$ cat src/sv/ledfl_pkg.sv
// Shared constants, command codes and controller/datapath link types for the LED flasher.
package ledfl_pkg;

  // Channel count in use and the fixed size of the channel table
  localparam int NUM_CHANNELS = 8;
  localparam int MAX_CHANNELS = 8;

  // Input function codes
  localparam logic [1:0] FUNC_ON     = 2'd0;
  localparam logic [1:0] FUNC_OFF    = 2'd1;
  localparam logic [1:0] FUNC_FLASH  = 2'd2;
  localparam logic [1:0] FUNC_UPDATE = 2'd3;

  // Channel mode codes
  localparam logic [1:0] MODE_IDLE  = 2'd0;
  localparam logic [1:0] MODE_ON    = 2'd1;
  localparam logic [1:0] MODE_OFF   = 2'd2;
  localparam logic [1:0] MODE_FLASH = 2'd3;

  // Saturation limit of the remaining toggle count
  localparam logic [14:0] CNT_MAX = 15'h7FFF;

  // Commands from the controller to the datapath
  typedef struct packed {
    logic       cmd_we;     // apply an on, off or flash command beat
    logic       upd_start;  // an update beat was taken: latch time and force
    logic       walk_en;    // process one channel entry this cycle
    logic [2:0] walk_idx;   // channel entry being processed
    logic       finish;     // close the update: commit pattern, load result
  } ledfl_cmd_t;

  // Status from the datapath to the controller
  typedef struct packed {
    logic finish_hold;      // result due but the output register is still full
  } ledfl_stat_t;

endpackage

$ cat src/sv/ledfl_ctrl.sv
// Controller state machine: takes input beats and sequences the channel walk.
module ledfl_ctrl (
  input  logic                  clk,
  input  logic                  rst_n,
  input  logic                  in_valid,
  input  logic [1:0]            in_func,
  input  ledfl_pkg::ledfl_stat_t stat,
  output logic                  in_stall,
  output ledfl_pkg::ledfl_cmd_t  cmd
);

  localparam logic [1:0] ST_IDLE = 2'd0;
  localparam logic [1:0] ST_WALK = 2'd1;
  localparam logic [1:0] ST_DONE = 2'd2;

  localparam logic [2:0] LAST_IDX = 3'(ledfl_pkg::NUM_CHANNELS - 1);

  logic [1:0] state_r;
  logic [1:0] state_nxt;
  logic [2:0] idx_r;
  logic [2:0] idx_nxt;
  logic       accept;

  // Decode handshake and issue datapath commands
  always_comb begin
    in_stall      = (state_r != ST_IDLE);
    accept        = in_valid && !in_stall;
    cmd.cmd_we    = accept && (in_func != ledfl_pkg::FUNC_UPDATE);
    cmd.upd_start = accept && (in_func == ledfl_pkg::FUNC_UPDATE);
    cmd.walk_en   = (state_r == ST_WALK);
    cmd.walk_idx  = idx_r;
    cmd.finish    = (state_r == ST_DONE) && !stat.finish_hold;
  end

  // Advance the walk one channel a cycle, then close the update
  always_comb begin
    state_nxt = state_r;
    idx_nxt   = idx_r;
    case (state_r)
      ST_IDLE: begin
        if (cmd.upd_start) begin
          state_nxt = ST_WALK;
          idx_nxt   = 3'd0;
        end
      end
      ST_WALK: begin
        if (idx_r == LAST_IDX) begin
          state_nxt = ST_DONE;
        end else begin
          idx_nxt = idx_r + 3'd1;
        end
      end
      ST_DONE: begin
        if (!stat.finish_hold) begin
          state_nxt = ST_IDLE;
        end
      end
      default: begin
        state_nxt = ST_IDLE;
      end
    endcase
  end

  always_ff @(posedge clk) begin
    if (!rst_n) begin
      state_r <= ST_IDLE;
      idx_r   <= 3'd0;
    end else begin
      state_r <= state_nxt;
      idx_r   <= idx_nxt;
    end
  end

endmodule

$ cat src/sv/ledfl_dp.sv
// Datapath: channel table, flash timer arithmetic, pattern and output register.
module ledfl_dp (
  input  logic                  clk,
  input  logic                  rst_n,
  input  ledfl_pkg::ledfl_cmd_t  cmd,
  input  logic [1:0]            in_func,
  input  logic [2:0]            in_channel,
  input  logic [14:0]           in_flash_period,
  input  logic                  in_start_level,
  input  logic [14:0]           in_repeat_count,
  input  logic [31:0]           in_now_ms,
  input  logic                  in_force_output,
  input  logic                  out_stall,
  output logic                  out_valid,
  output logic [7:0]            out_led_pattern,
  output ledfl_pkg::ledfl_stat_t stat
);

  // Channel table
  logic [1:0]  mode_r   [ledfl_pkg::MAX_CHANNELS];
  logic        level_r  [ledfl_pkg::MAX_CHANNELS];
  logic [31:0] start_r  [ledfl_pkg::MAX_CHANNELS];
  logic [14:0] period_r [ledfl_pkg::MAX_CHANNELS];
  logic [14:0] rem_r    [ledfl_pkg::MAX_CHANNELS];

  // Update context and pattern
  logic [31:0] now_r;
  logic        force_r;
  logic [7:0]  shown_r;
  logic [7:0]  work_r;
  logic [7:0]  work_nxt;
  logic        out_valid_r;
  logic [7:0]  out_pat_r;

  // Selected entry and its next value
  logic [2:0]  addr;
  logic        in_rng;
  logic        entry_we;
  logic [1:0]  cur_mode;
  logic        cur_level;
  logic [31:0] cur_start;
  logic [14:0] cur_period;
  logic [14:0] cur_rem;
  logic [31:0] start_eff;
  logic [31:0] elapsed;
  logic        due;
  logic [14:0] rem_dec;
  logic [15:0] rem_sum;
  logic [14:0] rem_sat;
  logic [7:0]  chan_bit;
  logic [1:0]  mode_nxt;
  logic        level_nxt;
  logic [31:0] start_nxt;
  logic [14:0] period_nxt;
  logic [14:0] rem_nxt;
  logic        emit;

  // Pick the entry: walk index during an update, else the command channel
  always_comb begin
    addr       = cmd.walk_en ? cmd.walk_idx : in_channel;
    in_rng     = ({1'b0, in_channel} < 4'(ledfl_pkg::NUM_CHANNELS));
    cur_mode   = mode_r[addr];
    cur_level  = level_r[addr];
    cur_start  = start_r[addr];
    cur_period = period_r[addr];
    cur_rem    = rem_r[addr];
  end

  // Timer and counter arithmetic for the selected entry
  always_comb begin
    start_eff = (cur_start == 32'd0) ? now_r : cur_start;
    elapsed   = now_r - start_eff;
    due       = (elapsed > {17'd0, cur_period});
    rem_dec   = (cur_rem != 15'd0) ? (cur_rem - 15'd1) : cur_rem;
    rem_sum   = {1'b0, cur_rem} + {1'b0, in_repeat_count};
    rem_sat   = rem_sum[15] ? ledfl_pkg::CNT_MAX : rem_sum[14:0];
    chan_bit  = 8'b1 << cmd.walk_idx;
  end

  // Apply a command beat or advance one channel of the walk
  always_comb begin
    mode_nxt   = cur_mode;
    level_nxt  = cur_level;
    start_nxt  = cur_start;
    period_nxt = cur_period;
    rem_nxt    = cur_rem;
    work_nxt   = work_r;
    entry_we   = cmd.walk_en || (cmd.cmd_we && in_rng);
    if (cmd.walk_en) begin
      case (cur_mode)
        ledfl_pkg::MODE_ON: begin
          work_nxt = work_r | chan_bit;
          mode_nxt = ledfl_pkg::MODE_IDLE;
        end
        ledfl_pkg::MODE_OFF: begin
          work_nxt  = work_r & ~chan_bit;
          start_nxt = 32'd0;
          mode_nxt  = ledfl_pkg::MODE_IDLE;
        end
        ledfl_pkg::MODE_FLASH: begin
          start_nxt = start_eff;
          if (due) begin
            level_nxt = ~cur_level;
            work_nxt  = cur_level ? (work_r & ~chan_bit) : (work_r | chan_bit);
            start_nxt = now_r;
            rem_nxt   = rem_dec;
            if (rem_dec == 15'd0) begin
              mode_nxt = ledfl_pkg::MODE_OFF;
            end
          end
        end
        default: begin
        end
      endcase
    end else if (cmd.cmd_we) begin
      case (in_func)
        ledfl_pkg::FUNC_ON: begin
          mode_nxt = ledfl_pkg::MODE_ON;
        end
        ledfl_pkg::FUNC_OFF: begin
          mode_nxt = ledfl_pkg::MODE_OFF;
        end
        ledfl_pkg::FUNC_FLASH: begin
          mode_nxt   = ledfl_pkg::MODE_FLASH;
          level_nxt  = in_start_level;
          period_nxt = in_flash_period;
          rem_nxt    = rem_sat;
        end
        default: begin
        end
      endcase
    end
  end

  // Write back the selected entry
  always_ff @(posedge clk) begin
    for (int i = 0; i < ledfl_pkg::MAX_CHANNELS; i++) begin
      if (!rst_n) begin
        mode_r[i]   <= ledfl_pkg::MODE_IDLE;
        level_r[i]  <= 1'b0;
        start_r[i]  <= 32'd0;
        period_r[i] <= 15'd0;
        rem_r[i]    <= 15'd0;
      end else if (entry_we && (addr == 3'(i))) begin
        mode_r[i]   <= mode_nxt;
        level_r[i]  <= level_nxt;
        start_r[i]  <= start_nxt;
        period_r[i] <= period_nxt;
        rem_r[i]    <= rem_nxt;
      end
    end
  end

  // Latch the update beat and build the working pattern
  always_ff @(posedge clk) begin
    if (cmd.upd_start) begin
      now_r   <= in_now_ms;
      force_r <= in_force_output;
      work_r  <= shown_r;
    end else if (cmd.walk_en) begin
      work_r <= work_nxt;
    end
  end

  // Decide whether the update gives a result
  always_comb begin
    emit             = force_r || (work_r != shown_r);
    stat.finish_hold = emit && out_valid_r && out_stall;
  end

  // Commit the pattern and load the output register
  always_ff @(posedge clk) begin
    if (!rst_n) begin
      shown_r     <= 8'd0;
      out_valid_r <= 1'b0;
    end else begin
      if (cmd.finish) begin
        shown_r <= work_r;
      end
      if (cmd.finish && emit) begin
        out_valid_r <= 1'b1;
      end else if (out_valid_r && !out_stall) begin
        out_valid_r <= 1'b0;
      end
    end
  end

  always_ff @(posedge clk) begin
    if (cmd.finish && emit) begin
      out_pat_r <= work_r;
    end
  end

  assign out_valid       = out_valid_r;
  assign out_led_pattern = out_pat_r;

endmodule

$ cat src/sv/eight_channel_led_flasher_core.sv
// Top level of the eight-channel LED flasher: controller plus datapath.
//
//  Channel  Direction  Handshake            Payload
//  in_      input      in_valid/in_stall    func, channel, flash_period, start_level,
//                                           repeat_count, now_ms, force_output
//  out_     output     out_valid/out_stall  led_pattern
//
// An on, off or flash beat updates its channel entry, if in range, when accepted; the
// next beat can be taken the cycle after. An update beat is accepted, then walks the
// channel entries one at a time (one shared table read/write port), then commits the pattern.
// The commit waits while a result is due and the output register is still full.
// Reset (synchronous, rst_n low) idles every channel and clears the shown pattern to all off.
module eight_channel_led_flasher_core (
  input  logic        clk,
  input  logic        rst_n,
  input  logic        in_valid,
  output logic        in_stall,
  input  logic [1:0]  in_func,
  input  logic [2:0]  in_channel,
  input  logic [14:0] in_flash_period,
  input  logic        in_start_level,
  input  logic [14:0] in_repeat_count,
  input  logic [31:0] in_now_ms,
  input  logic        in_force_output,
  output logic        out_valid,
  input  logic        out_stall,
  output logic [7:0]  out_led_pattern
);

  ledfl_pkg::ledfl_cmd_t  cmd;
  ledfl_pkg::ledfl_stat_t stat;

  ledfl_ctrl u_ctrl (
    .clk      (clk),
    .rst_n    (rst_n),
    .in_valid (in_valid),
    .in_func  (in_func),
    .stat     (stat),
    .in_stall (in_stall),
    .cmd      (cmd)
  );

  ledfl_dp u_dp (
    .clk             (clk),
    .rst_n           (rst_n),
    .cmd             (cmd),
    .in_func         (in_func),
    .in_channel      (in_channel),
    .in_flash_period (in_flash_period),
    .in_start_level  (in_start_level),
    .in_repeat_count (in_repeat_count),
    .in_now_ms       (in_now_ms),
    .in_force_output (in_force_output),
    .out_stall       (out_stall),
    .out_valid       (out_valid),
    .out_led_pattern (out_led_pattern),
    .stat            (stat)
  );

endmodule

$ cat config.mk
export PLATFORM = sky130hd
export DESIGN_NAME = eight_channel_led_flasher_core
export DESIGN_NICKNAME = d
export VERILOG_FILES = /design/src/sv/ledfl_pkg.sv /design/src/sv/ledfl_ctrl.sv /design/src/sv/ledfl_dp.sv /design/src/sv/eight_channel_led_flasher_core.sv
export SDC_FILE = /design/constraint.sdc
export NUM_CORES = 1
export LEC_CHECK = 0
export ABC_AREA = 0
export ABC_CLOCK_PERIOD_IN_PS = 8800
export BUFFER_PORTS_ARGS = -buffer_cell sky130_fd_sc_hd__buf_4
export CAP_MARGIN = 20
export CORE_ASPECT_RATIO = 0.6
export CORE_MARGIN = 5
export CORE_UTILIZATION = 36
export DETAILED_ROUTE_END_ITERATION = 16
export HOLD_SLACK_MARGIN = 0.15
export PLACE_DENSITY = 0.57
export SETUP_SLACK_MARGIN = 0.2
export SYNTH_ARGS = -nofsm -noshare
export SYNTH_HDL_FRONTEND = slang
export SYNTH_SLANG_ARGS = --single-unit
$ cat constraint.sdc
create_clock -name clk -period 8.8 [get_ports clk]
set_input_delay 0.88 -clock clk [delete_from_list [all_inputs] [get_ports clk]]
set_output_delay 0.88 -clock clk [all_outputs]
set_load 0.02 [all_outputs]
==> impl_metrics.tcl, run 1 <==
set metrics [dict create \
    async_flop_share_pct 0 \
    pwr_density_cell_nw_per_um2 204 \
    status "finished clean" \
    design.portCount 83 \
    syn_inst 2568 \
    ant_nets 0 \
    stdcell_area_sq_um 34500 \
    hold_buffers 0 \
    syn2layout_area_growth_pct 17.7 \
    hp-class "in2reg" \
    crit_path_end_kind "flop" \
    period_share_pct 95.4 \
    yosys.area.top_type_share_pct 58.2 \
    whs_ps 402 \
    nNetsFinal 2831 \
    fin_setup_tns_ps 0 \
    multi_input_area_sq_um 11400 \
    drc_errors 0 \
    cp-start-kind "flop" \
    fmax_mhz 119 \
    routedWlPerCell_microns 29.3 \
    grt_overflow_total 0 \
    clock_latency_ps 650 \
    syn-cell-area_sq_um 29300 \
    rows 81 \
    skew_ps 30.2 \
    antenna_found_initial 0 \
    cp_num_buf_inv 11 \
    clock_sinks 583 \
    crit_fanout 16 \
    initial_core_util_pct 36.1 \
    numPortBuffers 82 \
    numCtsBuffers 55 \
    swShare_pct 29.0 \
    clockBufferDepth 3 \
    cp.required_ps 9270 \
    vias 24300 \
    critPathTopFamily "compound AO/OA/AOI/OAI gates" \
    grt_use_total_pct 23.7 \
    dieArea_sq_um 87400 \
    routed_wl_mm 111 \
    timing.slew.headroom_pct 24.6 \
    worstPathArrival_ps 8860 \
    grt_max_degree 54 \
    ys_ff_latch 583 \
    peakVddDrop_mv 0.148 \
    cts_tree "built" \
    finalCriticalPeriod_ps 8390 \
    yosysTopAreaCell "edfxtp_1" \
    drive_gt1_share_pct 14.3 \
    h-tree-depth 2 \
    ys_types 94 \
    ys_warn_count 0 \
    cts_root_buf "clkbuf_16" \
    max_stage_delay_ps 380 \
    yosysMostFrequentCell "edfxtp_1" \
    final_hold_viol_count 0 \
    worstSetupPathType "reg2reg" \
    p_leak_nw 12.2 \
    pre_cts_ws_ps -449 \
    p_int_w 0.00500 \
    synth-main-ff-cell "edfxtp_1" \
    die_w_microns 378 \
    coreArea_sq_um 81100 \
    area.sequential_sq_um 17400 \
    max_cap_viol_count 0 \
    rsz0062_at_grt "no" \
    grt_pass1_vias 23200 \
    ys_top_cells_by_count "edfxtp_1 (568), nor2_1 (299), a22oi_1 (274), o22ai_1 (257), nand2_1 (185)" \
    synth_area_per_cell_sq_um 11.4 \
    synthTopCellsByArea "edfxtp_1 (58%), a22oi_1 (7.0%), o22ai_1 (5.5%), nor2_1 (3.8%), ha_1 (3.2%)" \
    maxSlewViolCount 0 \
    slowest_stage "fa_2" \
    utilization_pct 42.5 \
    seq_area_frac_synth_pct 59.2 \
    gp_congestion 0.931 \
    synth_fp_nets 2717 \
    fillers 7611 \
    drt_first_pass_iters 8 \
    worst_slack_ps 409 \
    power.net_switching_w 0.00204 \
    clk_pin_slew_ps 70 \
    place_area_sq_um 31900 \
    worst_pin_slew_ps 1130 \
    place_hpwl_mm 64.6 \
    p_clk_share_pct 35.0 \
    grt_pass1_wl_mm 155 \
    drt_iter0_markers 3694 \
    comb_power_share_pct 19.0 \
    synth-edff-count 568 \
    vias_per_cell 6.39 \
    setup_viol_count_final 0 \
    p_seq_share_pct 45.9 \
    die_h_microns 231 \
]
## placed cells by master, fill, tap and decap left out, types with 40 or more instances in the layout
cell / n
o21ai_0: 40
a21oi_1: 67
clkbuf_16: 67
a22oi_1: 264
nand2_1: 175
nor2_1: 298
o22ai_1: 255
inv_1: 51
ha_1: 73
buf_4: 174
nand3_1: 151
edfxtp_1: 568
## final timing paths
path                           from            endpoint  slack (ps)  cells after the start
hold / removal         in_now_ms[9]       u_dp.now_r[9]         400                      1
setup reg to reg  u_ctrl.state_r[1]  u_dp.start_r[5][3]         410                     42
hold reg to reg     u_dp.level_r[4]     u_dp.level_r[4]         530                      1
setup / recovery  u_ctrl.state_r[1]  u_dp.start_r[5][3]         410                     42
## sequential cells by signal, summed over array words and instances, names as in the netlist, 2 cells and up
register              cells
u_ctrl.idx_r              3
u_ctrl.state_r            2
u_dp.level_r              8
u_dp.mode_r              16
u_dp.now_r               32
u_dp.out_led_pattern      8
u_dp.period_r           120
u_dp.rem_r              120
u_dp.shown_r              8
u_dp.start_r            256
u_dp.work_r               8
## worst register-to-register path, delay by kind of cell (launching register included)
family          cells  cell delay, ps
flops               1             370
xor+xnor            1             140
compound gates     14            2580
simple gates       13            2350
buf+inv            11            1940
fa+ha+maj           3             840
## cell type report
class | instances | area share [%]
sequential | 583 | 50.3
multi-input combinational | 1759 | 32.9
timing repair buffer | 232 | 7.01
clock buffer | 62 | 4.07
tap | 1079 | 3.91
clock inverter | 38 | 1.17
inverter | 51 | 0.555
antenna | 1 | 0.00726
## power by group through the flow
| stage | clock network, W | registers (W) | logic (W) |
|---|---|---|---|
| floorplan | 0 | 0.00329 | 0.000756 |
| global placement | 0 | 0.00328 | 0.00122 |
| detailed placement | 0 | 0.00329 | 0.00124 |
| CTS | 0.00249 | 0.00323 | 0.00125 |
| global route | 0.00261 | 0.00324 | 0.00142 |
| finish | 0.00247 | 0.00323 | 0.00134 |
## stage by stage
| stage | power (W) | instances |
|---|---|---|
| 2_1_floorplan | 0.00404 | 2568 |
| 3_3_place_gp | 0.00450 | 3672 |
| 3_5_place_dp | 0.00453 | 3672 |
| 4_1_cts | 0.00697 | 3776 |
| 5_1_grt | 0.00726 | 3804 |
| 6_report | 0.00704 | 3805 |
## cell families after synthesis
kind of cell	count (synthesis)	share of synthesized area, %
flops	583	59.2
compound gates	830	20.1
simple gates	791	12.1
xor+xnor	38	1.16
buf+inv	227	3.34
fa+ha+maj	76	3.30
mux	23	0.790
## timing repair
item	4_1_cts	5_1_grt
resized for setup	12	57
endpoints found under the setup margin	392	400
gates cloned	1	18
pin swaps	5	16
setup buffers	3	8
## layer usage
metal | vias up | share of wire [%] | wire, microns | GRT usage (%)
met5 | - | 0 | 0 | 0
met4 | 0 | 2.3 | 2590 | 5.85
met2 | 1776 | 40 | 44900 | 33.4
li1 | 10300 | - | - | -
met1 | 12100 | 43 | 47800 | 36.9
met3 | 194 | 14 | 16100 | 4.93
Note: power is estimated with default switching activity, not from simulation.
==> run 2: changes to the inputs <==
--- a/config.mk
+++ b/config.mk
@@ -7,14 +7,15 @@
 export LEC_CHECK = 0
 export ABC_AREA = 0
 export ABC_CLOCK_PERIOD_IN_PS = 8800
-export BUFFER_PORTS_ARGS = -buffer_cell sky130_fd_sc_hd__buf_4
 export CAP_MARGIN = 20
 export CORE_ASPECT_RATIO = 0.6
 export CORE_MARGIN = 5
-export CORE_UTILIZATION = 36
+export CORE_UTILIZATION = 40
 export DETAILED_ROUTE_END_ITERATION = 16
+export DONT_BUFFER_PORTS = 1
+export GPL_TIMING_DRIVEN = 0
 export HOLD_SLACK_MARGIN = 0.15
-export PLACE_DENSITY = 0.57
+export PLACE_DENSITY = 0.6
 export SETUP_SLACK_MARGIN = 0.2
 export SYNTH_ARGS = -nofsm -noshare
 export SYNTH_HDL_FRONTEND = slang
==> impl_metrics.tcl, run 2 (synthesis gave the netlist of run 1 again) <==
set metrics [dict create \
    comb_power_share_pct 20.8 \
    antenna_found_initial 1 \
    syn2layout_area_growth_pct 29.0 \
    grt_max_degree 43 \
    clock_latency_ps 660 \
    routed_wl_mm 121 \
    vias_per_cell 6.85 \
    pre_cts_ws_ps -3560 \
    initial_core_util_pct 40.6 \
    clockBufferDepth 3 \
    status "complete, but fails checks" \
    p_clk_share_pct 34.6 \
    peakVddDrop_mv 0.157 \
    utilization_pct 52.4 \
    total_power_w 0.00725 \
    design.portCount 83 \
    violations "capacitance limit, setup timing" \
    p_leak_nw 12.9 \
    cts_root_buf "clkbuf_16" \
    fmax_mhz 113 \
    grt_pass1_vias 23300 \
    drive_gt1_share_pct 25.1 \
    final_cell_mix "edfxtp_1 (568), nor2_1 (263), a22oi_1 (260)" \
    worst_pin_slew_ps 1490 \
    swShare_pct 30.7 \
    numPortBuffers 0 \
    cp-start-kind "flop" \
    die_h_microns 220 \
    place_hpwl_mm 78.2 \
    hp-class "in2reg" \
    finalCriticalPeriod_ps 8830 \
    final_hold_viol_count 0 \
    gp_congestion 0.952 \
    coreArea_sq_um 72200 \
    regToRegSetupSlack_ps -30 \
    p_seq_share_pct 44.5 \
    reg2reg_to "u_dp.start_r[0][25]" \
    power.net_switching_w 0.00222 \
    worstPathArrival_ps 9190 \
    slowest_stage "nor4_4" \
    pwr_density_cell_nw_per_um2 192 \
    max_cap_viol_count 1 \
    crit_fanout 10 \
    grt_use_total_pct 27.6 \
    vias 25700 \
    worstSetupPathType "reg2reg" \
    die_w_microns 359 \
    setup_viol_count_final 33 \
    worst_slack_ps -31.6 \
    maxSlewViolCount 0 \
    drt_iter0_markers 4476 \
    rsz0062_at_grt "yes" \
    cp.required_ps 9160 \
    h-tree-depth 2 \
    grt_pass1_wl_mm 161 \
    rr_startpoint "u_ctrl.state_r[1]" \
    drt_first_pass_iters 9 \
    grt_overflow_total 0 \
    reg2regPathDepth 35 \
    layout_commonest_cell "edfxtp_1" \
    rows 76 \
    largest_reg_flops 256 \
    min_path_cells 0 \
    numCtsBuffers 56 \
    p_int_w 0.00503 \
    top_regs "u_dp.start_r x256, u_dp.period_r x120, u_dp.rem_r x120" \
    fillers 5953 \
    timing.slew.headroom_pct 0.328 \
    min_from "in_now_ms[4]" \
    clk_pin_slew_ps 70 \
    nNetsFinal 2878 \
    skew_ps 36.7 \
    hold_path_end "u_dp.now_r[4]" \
    top_register "u_dp.start_r" \
    dieArea_sq_um 78900 \
    period_share_pct 100 \
    ant_nets 0 \
    crit_path_end_kind "flop" \
    clock_sinks 583 \
    routedWlPerCell_microns 32.2 \
    max_stage_delay_ps 490 \
    cts_tree "built" \
    drc_errors 0 \
]
-- run 2: cell count changes in the layout (fill, tap and decap cells not counted), moves of 12 or more --
cell	before	now
clkbuf_1	7	68
o22ai_2	2	189
nor2_1	298	263
buf_1	0	15
o22ai_4	0	50
clkbuf_16	67	87
buf_4	174	53
nor2_4	1	19
o22ai_1	255	18
buf_2	2	14
buf_6	10	23
nor2_2	0	17
buf_8	0	20
-- run 2: per-stage QoR --
| stage | TNS (ps) | std cells | hold WS [ps] | cell area [sq um] |
|---|---|---|---|---|
| 2_1_floorplan | 0 | 2568 | 470 | 29300 |
| 3_3_place_gp | -3200110 | 3543 | 501 | 30500 |
| 3_5_place_dp | -1272550 | 3560 | 515 | 31000 |
| 4_1_cts | 0 | 3683 | 293 | 33900 |
| 5_1_grt | -17690 | 3751 | 304 | 37800 |
| 6_report | -392 | 3753 | 309 | 37800 |
-- run 2: routing by layer --
| layer | track usage (%) | vias to the layer above | part of all wire (%) |
|---|---|---|---|
| li1 | - | 10400 | - |
| met1 | 41.7 | 12700 | 41 |
| met2 | 37.3 | 2241 | 39 |
| met5 | 0 | - | 0.10 |
| met3 | 9.81 | 355 | 17 |
| met4 | 7.30 | 4 | 3.2 |
-- run 2: timing repair --
item / CTS / global route
buffers inserted: 17 / 32
pin swaps: 24 / 156
gates cloned: 1 / 33
setup endpoints to repair: 400 / 400
gates resized for setup: 247 / 535
hold buffers: 0 / 0
-- run 2: layout make-up --
type / count / area (sq um) / area share [%]
antenna: 2 / 5.00 / 0.0132
buffer: 176 / 1600 / 4.23
sequential: 583 / 17400 / 45.9
timing repair buffer: 103 / 1750 / 4.62
inverter: 51 / 191 / 0.506
clock inverter: 34 / 348 / 0.920
tap: 975 / 1220 / 3.23
clock buffer: 71 / 1480 / 3.91
multi-input combinational: 1758 / 13900 / 36.6
-- run 2: worst max-delay path by stage --
stage,slack (ps),from,cells past startpoint,to
after floorplan,1000,in_channel[1],36,u_dp.rem_r[0][8]
after CTS,120,u_ctrl.state_r[1],40,u_dp.start_r[6][23]
after global placement,-5830,in_channel[2],8,u_dp.start_r[0][13]
final,-30,u_ctrl.state_r[1],35,u_dp.start_r[0][25]
after detailed placement,-3560,in_channel[2],30,u_dp.start_r[6][23]
after global routing,-120,u_ctrl.state_r[1],39,u_dp.start_r[3][29]
-- run 2: power by group through the flow --
stage | sequential [W] | combinational [W] | clock, W
2_1_floorplan | 0.00329 | 0.000756 | 0
3_3_place_gp | 0.00332 | 0.00115 | 0
3_5_place_dp | 0.00329 | 0.00120 | 0
4_1_cts | 0.00323 | 0.00128 | 0.00250
5_1_grt | 0.00324 | 0.00157 | 0.00261
6_report | 0.00323 | 0.00151 | 0.00251
-- run 2: worst max-delay path: cells and delay by family (launching register included) --
| kind | cells | cell delay, ps |
|---|---|---|
| AOI/OAI and AO/OA | 11 | 2870 |
| buffers and inverters | 9 | 1620 |
| adders and majority gates | 3 | 800 |
| xor gates and xnor gates | 1 | 180 |
| and+or+nand+nor | 11 | 2680 |
| DFF | 1 | 360 |
